**src/rtl/bfa_pkg.sv**
```systemverilog
`timescale 1ns / 1ps
// Package for the best-fit block allocator: field widths, pool size, the table entry type
// and the types of the shared add/subtract unit. No dependencies.
package bfa_pkg;

   localparam int LEN_W               = 11;
   localparam int START_W             = 10;
   localparam int POOL_SIZE           = 1024;
   localparam int TABLE_SLOTS_DEFAULT = 64;

   typedef struct packed {
      logic               used;
      logic [LEN_W-1:0]   length;
      logic [START_W-1:0] start;
   } entry_type;

   typedef enum logic {
      ALU_SUB = 1'b0,
      ALU_ADD = 1'b1
   } alu_op_type;

   typedef struct packed {
      logic [LEN_W-1:0] value;
      logic             carry;
      logic             less;
   } alu_res_type;

endpackage

```
**src/rtl/best_fit_block_allocator.sv**
```systemverilog
`timescale 1ns / 1ps
// Best-fit block allocator top level: sequencer, block table and shared add/subtract unit.
// Depends on bfa_pkg, bfa_table and bfa_alu.
//
// After reset the block sweeps the table once, one slot per cycle, with busy high. A
// request is taken when start is high and busy is low. A zero-size request never raises
// busy and is answered in the next cycle. Any other request scans every slot through the
// single memory read port and the shared subtractor, then refuses the item if no free
// block fits, or else marks the chosen block. When that block fits exactly or sits in the
// last slot, the result follows the mark; otherwise a split moves each later slot up by
// one, one slot per cycle, and then writes the leftover. The result appears on the rsp_
// ports for exactly one cycle with rsp_valid high and cannot be held off, so it must be
// captured in that cycle.
module best_fit_block_allocator #(
   parameter int TABLE_SLOTS = bfa_pkg::TABLE_SLOTS_DEFAULT
) (
   input  logic                          clock,
   input  logic                          reset,
   input  logic                          start,
   input  logic [bfa_pkg::LEN_W-1:0]     req_request_size,
   output logic                          busy,
   output logic                          rsp_valid,
   output logic                          rsp_granted,
   output logic [bfa_pkg::START_W-1:0]   rsp_start_address,
   output logic                          rsp_entry_dropped
);

   localparam int IW = $clog2(TABLE_SLOTS);
   localparam logic [IW-1:0] LAST_IDX = IW'(TABLE_SLOTS - 1);

   typedef enum logic [6:0] {
      ST_CLEAR  = 7'b0000001,
      ST_IDLE   = 7'b0000010,
      ST_SCAN   = 7'b0000100,
      ST_MARK   = 7'b0001000,
      ST_SHIFT  = 7'b0010000,
      ST_INSERT = 7'b0100000,
      ST_DONE   = 7'b1000000
   } state_type;

   state_type                      state_ff, state_in;
   logic [IW-1:0]                  idx_ff, idx_in;
   logic                           issue_done_ff, issue_done_in;
   logic                           pend_ff, pend_in;
   logic [IW-1:0]                  pend_idx_ff, pend_idx_in;
   logic [bfa_pkg::LEN_W-1:0]      req_ff, req_in;
   logic                           found_ff, found_in;
   logic [IW-1:0]                  best_idx_ff, best_idx_in;
   logic [bfa_pkg::LEN_W-1:0]      best_left_ff, best_left_in;
   logic [bfa_pkg::START_W-1:0]    best_start_ff, best_start_in;
   logic                           last_busy_ff, last_busy_in;
   logic                           rsp_valid_ff, rsp_valid_in;
   logic                           rsp_granted_ff, rsp_granted_in;
   logic [bfa_pkg::START_W-1:0]    rsp_start_ff, rsp_start_in;
   logic                           rsp_dropped_ff, rsp_dropped_in;

   logic                           tbl_wr_en;
   logic [IW-1:0]                  tbl_wr_addr;
   bfa_pkg::entry_type             tbl_wr_data;
   logic                           tbl_rd_en;
   logic [IW-1:0]                  tbl_rd_addr;
   bfa_pkg::entry_type             tbl_rd_data;

   bfa_pkg::alu_op_type            alu_op;
   logic [bfa_pkg::LEN_W-1:0]      alu_a;
   bfa_pkg::alu_res_type           alu_res;
   logic                           fit;
   logic                           better;

   bfa_table #(
      .DEPTH (TABLE_SLOTS),
      .AW    (IW)
   ) u_table (
      .clock   (clock),
      .wr_en   (tbl_wr_en),
      .wr_addr (tbl_wr_addr),
      .wr_data (tbl_wr_data),
      .rd_en   (tbl_rd_en),
      .rd_addr (tbl_rd_addr),
      .rd_data (tbl_rd_data)
   );

   bfa_alu u_alu (
      .op    (alu_op),
      .op_a  (alu_a),
      .op_b  (req_ff),
      .bound (best_left_ff),
      .res   (alu_res)
   );

   always_comb begin
      if (state_ff == ST_INSERT) begin
         alu_op = bfa_pkg::ALU_ADD;
         alu_a  = {1'b0, best_start_ff};
      end else begin
         alu_op = bfa_pkg::ALU_SUB;
         alu_a  = tbl_rd_data.length;
      end
      fit    = !tbl_rd_data.used && !alu_res.carry;
      better = fit && (!found_ff || alu_res.less);
   end

   always_comb begin
      state_in       = state_ff;
      idx_in         = idx_ff;
      issue_done_in  = issue_done_ff;
      pend_in        = 1'b0;
      pend_idx_in    = pend_idx_ff;
      req_in         = req_ff;
      found_in       = found_ff;
      best_idx_in    = best_idx_ff;
      best_left_in   = best_left_ff;
      best_start_in  = best_start_ff;
      last_busy_in   = last_busy_ff;
      rsp_valid_in   = 1'b0;
      rsp_granted_in = rsp_granted_ff;
      rsp_start_in   = rsp_start_ff;
      rsp_dropped_in = rsp_dropped_ff;
      tbl_wr_en      = 1'b0;
      tbl_wr_addr    = idx_ff;
      tbl_wr_data    = '0;
      tbl_rd_en      = 1'b0;
      tbl_rd_addr    = idx_ff;

      unique case (state_ff)
         ST_CLEAR: begin
            tbl_wr_en = 1'b1;
            if (idx_ff == '0) begin
               tbl_wr_data.length = bfa_pkg::LEN_W'(bfa_pkg::POOL_SIZE);
            end
            if (idx_ff == LAST_IDX) begin
               state_in = ST_IDLE;
            end else begin
               idx_in = idx_ff + 1'b1;
            end
         end
         ST_IDLE: begin
            if (start) begin
               req_in        = req_request_size;
               idx_in        = '0;
               issue_done_in = 1'b0;
               found_in      = 1'b0;
               best_left_in  = '0;
               if (req_request_size == '0) begin
                  rsp_valid_in   = 1'b1;
                  rsp_granted_in = 1'b0;
                  rsp_start_in   = '0;
                  rsp_dropped_in = 1'b0;
               end else begin
                  state_in = ST_SCAN;
               end
            end
         end
         ST_SCAN: begin
            if (!issue_done_ff) begin
               tbl_rd_en   = 1'b1;
               pend_in     = 1'b1;
               pend_idx_in = idx_ff;
               if (idx_ff == LAST_IDX) begin
                  issue_done_in = 1'b1;
               end else begin
                  idx_in = idx_ff + 1'b1;
               end
            end
            if (pend_ff) begin
               if (better) begin
                  found_in      = 1'b1;
                  best_idx_in   = pend_idx_ff;
                  best_left_in  = alu_res.value;
                  best_start_in = tbl_rd_data.start;
               end
               if (pend_idx_ff == LAST_IDX) begin
                  last_busy_in = (tbl_rd_data.length != '0);
                  if (better || found_ff) begin
                     state_in = ST_MARK;
                  end else begin
                     rsp_valid_in   = 1'b1;
                     rsp_granted_in = 1'b0;
                     rsp_start_in   = '0;
                     rsp_dropped_in = 1'b0;
                     state_in       = ST_IDLE;
                  end
               end
            end
         end
         ST_MARK: begin
            tbl_wr_en          = 1'b1;
            tbl_wr_addr        = best_idx_ff;
            tbl_wr_data.used   = 1'b1;
            tbl_wr_data.length = req_ff;
            tbl_wr_data.start  = best_start_ff;
            idx_in             = LAST_IDX - 1'b1;
            issue_done_in      = (LAST_IDX - 1'b1 == best_idx_ff);
            if (best_left_ff == '0 || best_idx_ff == LAST_IDX) begin
               rsp_valid_in   = 1'b1;
               rsp_granted_in = 1'b1;
               rsp_start_in   = best_start_ff;
               rsp_dropped_in = (best_left_ff != '0);
               state_in       = ST_IDLE;
            end else begin
               state_in = ST_SHIFT;
            end
         end
         ST_SHIFT: begin
            if (!issue_done_ff) begin
               tbl_rd_en   = 1'b1;
               pend_in     = 1'b1;
               pend_idx_in = idx_ff + 1'b1;
               if (idx_ff == best_idx_ff + 1'b1) begin
                  issue_done_in = 1'b1;
               end else begin
                  idx_in = idx_ff - 1'b1;
               end
            end
            if (pend_ff) begin
               tbl_wr_en   = 1'b1;
               tbl_wr_addr = pend_idx_ff;
               tbl_wr_data = tbl_rd_data;
            end
            if (issue_done_ff && !pend_ff) begin
               state_in = ST_INSERT;
            end
         end
         ST_INSERT: begin
            tbl_wr_en          = 1'b1;
            tbl_wr_addr        = best_idx_ff + 1'b1;
            tbl_wr_data.used   = 1'b0;
            tbl_wr_data.length = best_left_ff;
            tbl_wr_data.start  = alu_res.value[bfa_pkg::START_W-1:0];
            state_in           = ST_DONE;
         end
         ST_DONE: begin
            rsp_valid_in   = 1'b1;
            rsp_granted_in = 1'b1;
            rsp_start_in   = best_start_ff;
            rsp_dropped_in = last_busy_ff;
            state_in       = ST_IDLE;
         end
         default: begin
            state_in = ST_IDLE;
         end
      endcase
   end

   always_ff @(posedge clock) begin
      if (reset) begin
         state_ff      <= ST_CLEAR;
         idx_ff        <= '0;
         issue_done_ff <= 1'b0;
         pend_ff       <= 1'b0;
         found_ff      <= 1'b0;
         rsp_valid_ff  <= 1'b0;
      end else begin
         state_ff      <= state_in;
         idx_ff        <= idx_in;
         issue_done_ff <= issue_done_in;
         pend_ff       <= pend_in;
         found_ff      <= found_in;
         rsp_valid_ff  <= rsp_valid_in;
      end
   end

   always_ff @(posedge clock) begin
      pend_idx_ff    <= pend_idx_in;
      req_ff         <= req_in;
      best_idx_ff    <= best_idx_in;
      best_left_ff   <= best_left_in;
      best_start_ff  <= best_start_in;
      last_busy_ff   <= last_busy_in;
      rsp_granted_ff <= rsp_granted_in;
      rsp_start_ff   <= rsp_start_in;
      rsp_dropped_ff <= rsp_dropped_in;
   end

   assign busy              = (state_ff != ST_IDLE);
   assign rsp_valid         = rsp_valid_ff;
   assign rsp_granted       = rsp_granted_ff;
   assign rsp_start_address = rsp_start_ff;
   assign rsp_entry_dropped = rsp_dropped_ff;

endmodule

```
**src/rtl/bfa_alu.sv**
```systemverilog
`timescale 1ns / 1ps
// Shared add/subtract unit with a less-than compare of the result against a bound.
// Depends on bfa_pkg.
module bfa_alu (
   input  bfa_pkg::alu_op_type          op,
   input  logic [bfa_pkg::LEN_W-1:0]    op_a,
   input  logic [bfa_pkg::LEN_W-1:0]    op_b,
   input  logic [bfa_pkg::LEN_W-1:0]    bound,
   output bfa_pkg::alu_res_type         res
);

   logic [bfa_pkg::LEN_W:0] sum;

   always_comb begin
      if (op == bfa_pkg::ALU_ADD) begin
         sum = {1'b0, op_a} + {1'b0, op_b};
      end else begin
         sum = {1'b0, op_a} - {1'b0, op_b};
      end
      res.value = sum[bfa_pkg::LEN_W-1:0];
      res.carry = sum[bfa_pkg::LEN_W];
      res.less  = (sum[bfa_pkg::LEN_W-1:0] < bound);
   end

endmodule

```
**src/rtl/bfa_table.sv**
```systemverilog
`timescale 1ns / 1ps
// Block table memory: one write port and one read port with registered read data.
// Depends on bfa_pkg.
module bfa_table #(
   parameter int DEPTH = bfa_pkg::TABLE_SLOTS_DEFAULT,
   parameter int AW    = $clog2(DEPTH)
) (
   input  logic               clock,
   input  logic               wr_en,
   input  logic [AW-1:0]      wr_addr,
   input  bfa_pkg::entry_type wr_data,
   input  logic               rd_en,
   input  logic [AW-1:0]      rd_addr,
   output bfa_pkg::entry_type rd_data
);

   bfa_pkg::entry_type mem [DEPTH];
   bfa_pkg::entry_type rd_data_ff;

   always_ff @(posedge clock) begin
      if (wr_en) begin
         mem[wr_addr] <= wr_data;
      end
   end

   always_ff @(posedge clock) begin
      if (rd_en) begin
         rd_data_ff <= mem[rd_addr];
      end
   end

   assign rd_data = rd_data_ff;

endmodule

```
**config.mk**
```make
export PLATFORM = sky130hd
export DESIGN_NAME = best_fit_block_allocator
export DESIGN_NICKNAME = d
export VERILOG_FILES = /design/src/rtl/bfa_pkg.sv /design/src/rtl/best_fit_block_allocator.sv /design/src/rtl/bfa_alu.sv /design/src/rtl/bfa_table.sv
export SDC_FILE = /design/constraint.sdc
export NUM_CORES = 2
export LEC_CHECK = 0
export ABC_AREA = 1
export BUFFER_PORTS_ARGS = -buffer_cell sky130_fd_sc_hd__buf_2
export CELL_PAD_IN_SITES_DETAIL_PLACEMENT = 1
export CELL_PAD_IN_SITES_GLOBAL_PLACEMENT = 1
export CORE_ASPECT_RATIO = 0.75
export CORE_MARGIN = 2
export CORE_UTILIZATION = 49
export DETAILED_ROUTE_END_ITERATION = 16
export PLACE_DENSITY_LB_ADDON = 0.08
export SYNTH_ARGS = -nofsm -noshare
export SYNTH_HDL_FRONTEND = slang
export SYNTH_SLANG_ARGS = --single-unit
```
**constraint.sdc**
```tcl
create_clock -name clock -period 5.6 [get_ports clock]
set_clock_uncertainty 0.1 [all_clocks]
set_input_delay 1.4 -clock clock [delete_from_list [all_inputs] [get_ports clock]]
set_output_delay 1.4 -clock clock [all_outputs]
set_load 0.02 [all_outputs]
```
[Yosys cells after proc, flatten, opt, wreduce, memory -nomap -nowiden]
Memory sizes are Yosys's and may differ from the RTL's. A register that Yosys moved wholly into a read port is not among the register bits.
Index checks and enable logic that the tools add are counted.
Word-level totals
  bits in registers: 74
  RAM bits: 1408
  bits of input ports: 14
  output and inout bits: 14
  word-level logic and storage cells: 149
  memories kept: 1
Cells by class
  $add $sub $neg: 5
  magnitude comparators: 1
  equal/unequal tests: 26
  mux-type cells: 70
  reduce and logical (&&, ||, !) cells: 31
Memories
  u_table.mem: words 64, bits a word 22, read ports 1, clocked after Yosys merged registers in 1, write ports 1, line bfa_table.sv:17  | bfa_pkg::entry_type mem [DEPTH];
Operator list (count)
  2-to-1 mux 10 bit: 6
  2-to-1 mux 11 bit: 5
  2-to-1 mux 6 bit: 8
  case mux 11 bit (4 select lines): 1
  2-to-1 mux 7 bit: 6
  case mux 7 bit (6 select lines): 1
  case mux 10 bit (4 select lines): 1
  case mux 10 bit (3 select lines): 1
  case mux 6 bit (5 select lines): 1
  2-to-1 mux 1 bit: 26
  != test 2 bit, second input constant: 13
  logical NOT 11 bit: 2
  2-to-1 mux 22 bit: 1
  case mux 11 bit (2 select lines): 1
  nonzero test 11 bit: 2
  == test 6 bit, second input constant: 3
  case mux 6 bit (3 select lines): 1
  case mux 1 bit (4 select lines): 4
  adder 11 x 11 -> 12 bit: 1
  adder 6 x 1 -> 6 bit, second input constant: 2
  2-to-1 mux 12 bit: 1
  case mux 6 bit (2 select lines): 1
  subtractor 11 x 11 -> 12 bit: 1
  < comparator 11 bit: 1
  other kinds (29): 43

[Longest topological paths before layout]
  depth in word-level cells: 12
  depth in mapped cells: 27
  depth with buffers taken out: 27

[Hierarchy]
From an unflattened synthesis, not the netlist that was laid out.
Unflattened totals
  cell total of the unflattened synthesis: 5590
  area, all modules: 63031.7 um^2
By module, submodules not included
  bfa_table: times used 1, cells an instance 4813, area an instance 57506.4 um^2, seq. area each 42941.2 um^2
  best_fit_block_allocator: times used 1, cells an instance 560, area an instance 4299.1 um^2, seq. area each 2052.0 um^2
  bfa_alu: times used 1, cells an instance 217, area an instance 1226.2 um^2, seq. area each 0.0 um^2

[Least setup slack after synthesis]
OpenSTA, ideal clock, no wires.
  kind: reg-to-reg
  start point: reg state_ff[2]
  end point: reg best_idx_ff[0] (enable)
  setup time: 0.409 ns
  data arrival time: 4.382 ns
  required time: 5.091 ns
  path slack: 0.709 ns
  stages on the path, launching flop included: 20
  buffers on the path: 2
  period minus slack after synthesis: 4.891 ns
  cells stage by stage: dfxtp_1 -> nor2_2 -> nand2_2 -> nor2_4 -> buf_2 -> clkbuf_1 -> o21ai_0 -> ha_1 -> fa_1 -> a21oi_1 -> o21bai_1 -> xor2_1 -> inv_1 -> ha_1 -> a21oi_1 -> o21a_1 -> nand3_1 -> nand2_1 -> nand3_1 -> nor3_1
RTL lines
  start, declared: line best_fit_block_allocator.sv:41  | state_type state_ff, state_in;
  start signal, assigned: line best_fit_block_allocator.sv:254  | state_ff <= state_in;
  end signal, assigned: line best_fit_block_allocator.sv:266  | best_idx_ff <= best_idx_in;
  end, declared: line best_fit_block_allocator.sv:48  | logic [IW-1:0] best_idx_ff, best_idx_in;

==> flow_metrics.py <==
metrics = {
    "die": {
        "fp.dieH_um": 310,
        "dieWidth_um": 412,
        "start_util_pct": 49.2,
        "die_area_mm2": 0.127,
        "fp-row-count": 112,
        "boundaryPins": 28,
        "placeableCoreArea_mm2": 0.124,
    },
    "status": {
        "outcome": "finished clean",
    },
    "synthesis": {
        "synthCells": 4885,
        "synth_simple_gate_area_share_pct": 10.9,
        "synthesis.area_mm2": 0.0611,
        "synth_cell_types": 41,
        "synth_seq_cells": 1504,
        "synth_top_family_by_area": "compound AO/OA/AOI/OAI gates",
        "synthAdderAreaFrac_pct": 0.607,
        "synth_top_flop_cell": "edfxtp_1",
        "syn_nets": 4928,
        "synth_area_leaders": "edfxtp_1 73%, o21ai_0 6.4%, nor2_1 6.1%, nand2_1 2.4%, o22ai_1 1.9%",
        "yosysTopAreaCell": "edfxtp_1",
        "synth_mux_area_share_pct": 0,
        "synthXorXnorAreaFrac_pct": 0.373,
        "synth_top_area_share_pct": 73.1,
        "syn_avg_cell_area_um2": 12.5,
        "ys_seq_area_share_pct": 73.7,
        "yosys_warnings": 0,
        "async_flop_share_pct": 0,
        "synth_edf_count": 1487,
        "synth-compound-area-share_pct": 11.5,
    },
    "detailed_routing": {
        "wl_per_cell_um": 29.2,
        "ant_nets": 0,
        "remaining_drc_errors": 0,
        "vias_per_cell": 6.17,
        "first_pass_iters": 5,
        "drt-total-wl_um": 194000,
        "drt_iter0_drc": 4683,
        "vias": 41000,
    },
    "critical_path": {
        "r2r_start": "state_ff[2]",
        "critical_path_required_ps": 5930,
        "ff2ff_setup_slack_ps": 650,
        "crit_type": "reg2reg",
        "path_cells": "nor2_2, nand2_2, nor2_4, buf_4, nor2_1, xor2_1, inv_1, ha_1, a21oi_1, o21ai_0, a21oi_1, o21bai_1, xor2_1, inv_1, ha_1, a21oi_1, o21a_1, nand3_1, nand2_1, nand3_1, nand2_1, nand2_1, inv_1",
        "crit_slowest_cell": "xor2_1",
        "crit_path_max_incr_delay_ps": 490,
        "rr_worst_depth": 23,
        "cp-end-kind": "flip-flop",
        "r2r-end": "best_left_ff[0]",
        "worst-path-max-fanout": 18,
        "start_kind": "flip-flop",
        "critical_path_arrival_ps": 5280,
    },
    "cells_and_area": {
        "insertedDiodeCount": 0,
        "area_growth_pct": 11.7,
        "drive_above_1_share_pct": 9.74,
        "n_fill_cell": 12300,
        "stdcell_count": 6651,
        "design_area_mm2": 0.0682,
        "final_util_pct": 55.0,
        "final_nets": 4929,
    },
    "clock_tree": {
        "clock_sinks": 1504,
        "cts_tree": "done",
        "cts_max_path_buffers": 3,
        "hold_buffers": 0,
        "path_clk_slew_ps": 60,
        "htreeDepth": 4,
        "clock_latency_ps": 790,
        "cts_resized": 0,
        "cts-root-buf": "clkbuf_16",
        "post_cts_buffers": 0,
        "numCtsBuffers": 150,
    },
    "placement": {
        "pre_cts_ws_ps": 747,
        "dpl.hpwl_um": 109000,
        "io_buffers": 27,
        "gp_congestion": 0.868,
        "placed_area_mm2": 0.0637,
        "dpl.cell_count": 6387,
    },
    "timing": {
        "period_share_pct": 88.3,
        "setup_viol": 0,
        "setup_tns_ps": 0,
        "maxSlewHeadroom_pct": 15.0,
        "rsz0062_at_grt": "no",
        "worst_slack_ps": 654,
        "drv_slew": 0,
        "finalHoldViolCount": 0,
        "period_needed_ps": 4950,
        "fmax_mhz": 202,
        "fin_worst_hold_slack_ps": 351,
        "worst_pin_slew_ps": 1270,
    },
    "min_path": {
        "min-delay-start": "u_table.rd_data[4]",
        "hold_path_end": "best_start_ff[4]",
        "whs_path_depth": 0,
        "hold_path_class": "reg2reg",
    },
    "global_routing": {
        "grt_util_all_layers_pct": 30.4,
        "grt_pass1_vias": 41000,
        "grt_pass1_wl_um": 283000,
        "grt_start_max_net_pins": 184,
        "grt_overflow": 0,
        "antenna_found_initial": 10,
    },
    "power": {
        "ir_drop_mv": 0.396,
        "total_power_mw": 29.0,
        "power.density_mw_per_mm2": 425,
        "p_leak_nw": 22.4,
    },
    "flow_run": {
        "drv_cap": 0,
    },
}
-- layout make-up --
class                   instances  area (um^2)  area share [%]
multi-input cells            2948        14800            21.7
clock inverters                65          434           0.637
repair buffers                166         1400            2.06
well taps                    1653         2070            3.03
flip-flops and latches       1504        45000            66.0
inverters                     116          450           0.661
clock buffers                 199         4000            5.87
-- critical path: cells and delay by family (launching register included) --
family,cells,cell delay (ps)
and+or+nand+nor,9,1020
AOI/OAI and AO/OA,6,940
buffers and inverters,4,820
adders and majority gates,2,720
xor gates and xnor gates,2,680
DFF,1,330
-- cells by family after synthesis --
kind of cell | count (synthesis)
adder cells (fa/ha/maj) | 29
AND/OR/NAND/NOR | 1653
buffers and inverters | 433
flip-flops | 1504
AO/OA/AOI/OAI | 1240
XOR/XNOR | 26
-- how the worst max path moves through the flow --
| stage | endpoint | from | slack (ps) | depth (start not counted) |
|---|---|---|---|---|
| 3_5_place_dp | best_left_ff[0] | state_ff[2] | 750 | 23 |
| 2_1_floorplan | best_idx_ff[0] | state_ff[2] | 710 | 19 |
| 6_report | best_left_ff[0] | state_ff[2] | 650 | 23 |
| 3_3_place_gp | best_left_ff[2] | state_ff[2] | 920 | 23 |
| 4_1_cts | best_left_ff[0] | state_ff[2] | 720 | 23 |
| 5_1_grt | best_left_ff[10] | state_ff[2] | 160 | 23 |
-- sequential cells by signal, summed over array words and instances (netlist names) --
name,cells
u_table.mem,1408
u_table.rd_data,22
best_left_ff,11
req_ff,11
best_start_ff,10
rsp_start_address,10
state_ff,7
best_idx_ff,6
idx_ff,6
pend_idx_ff,6
found_ff,1
issue_done_ff,1
last_busy_ff,1
pend_ff,1
rsp_entry_dropped,1
rsp_granted,1
rsp_valid,1
-- power by group --
group	total, mW	internal [mW]	switching (mW)	leakage (nW)
clock network	9.45	5.16	4.29	2.15
logic	6.89	1.69	5.19	6.55
registers	12.7	12.5	0.158	13.7
total	29.0	19.4	9.64	22.4
-- metal layers --
metal / track usage (%) / part of all wire (%)
met5: 0 / 0.017
met4: 8.19 / 2.2
met3: 4.09 / 7.6
met2: 46.4 / 45
met1: 46.0 / 45
-- Yosys cell counts (46+ instances only) --
master	n
o211ai_1	150
a21oi_1	66
nand2_1	391
o221ai_1	46
o22ai_1	183
o21ai_0	781
clkbuf_1	200
edfxtp_1	1487
nand3_1	211
inv_1	106
buf_2	83
nor2_1	992
-- layout by cell type, fill, tap and decap left out, types with 7 or more instances in the layout --
cell type	instances
o211ai_1	150
nor4_1	7
buf_4	121
nand4_1	10
nor2_4	7
inv_6	11
ha_1	28
nor2_1	924
o21ai_0	780
nand3_2	9
buf_2	27
o221ai_4	16
inv_2	7
o221ai_1	30
xor2_1	20
dfxtp_1	13
inv_1	105
clkinv_1	34
nand2_1	391
clkbuf_16	153
nor2_2	70
clkinv_2	12
a21oi_1	66
nor3_1	10
clkbuf_1	46
o22ai_1	183
edfxtp_1	1487
buf_12	18
nand3_1	211
Note: power is estimated with default switching activity, not from simulation.
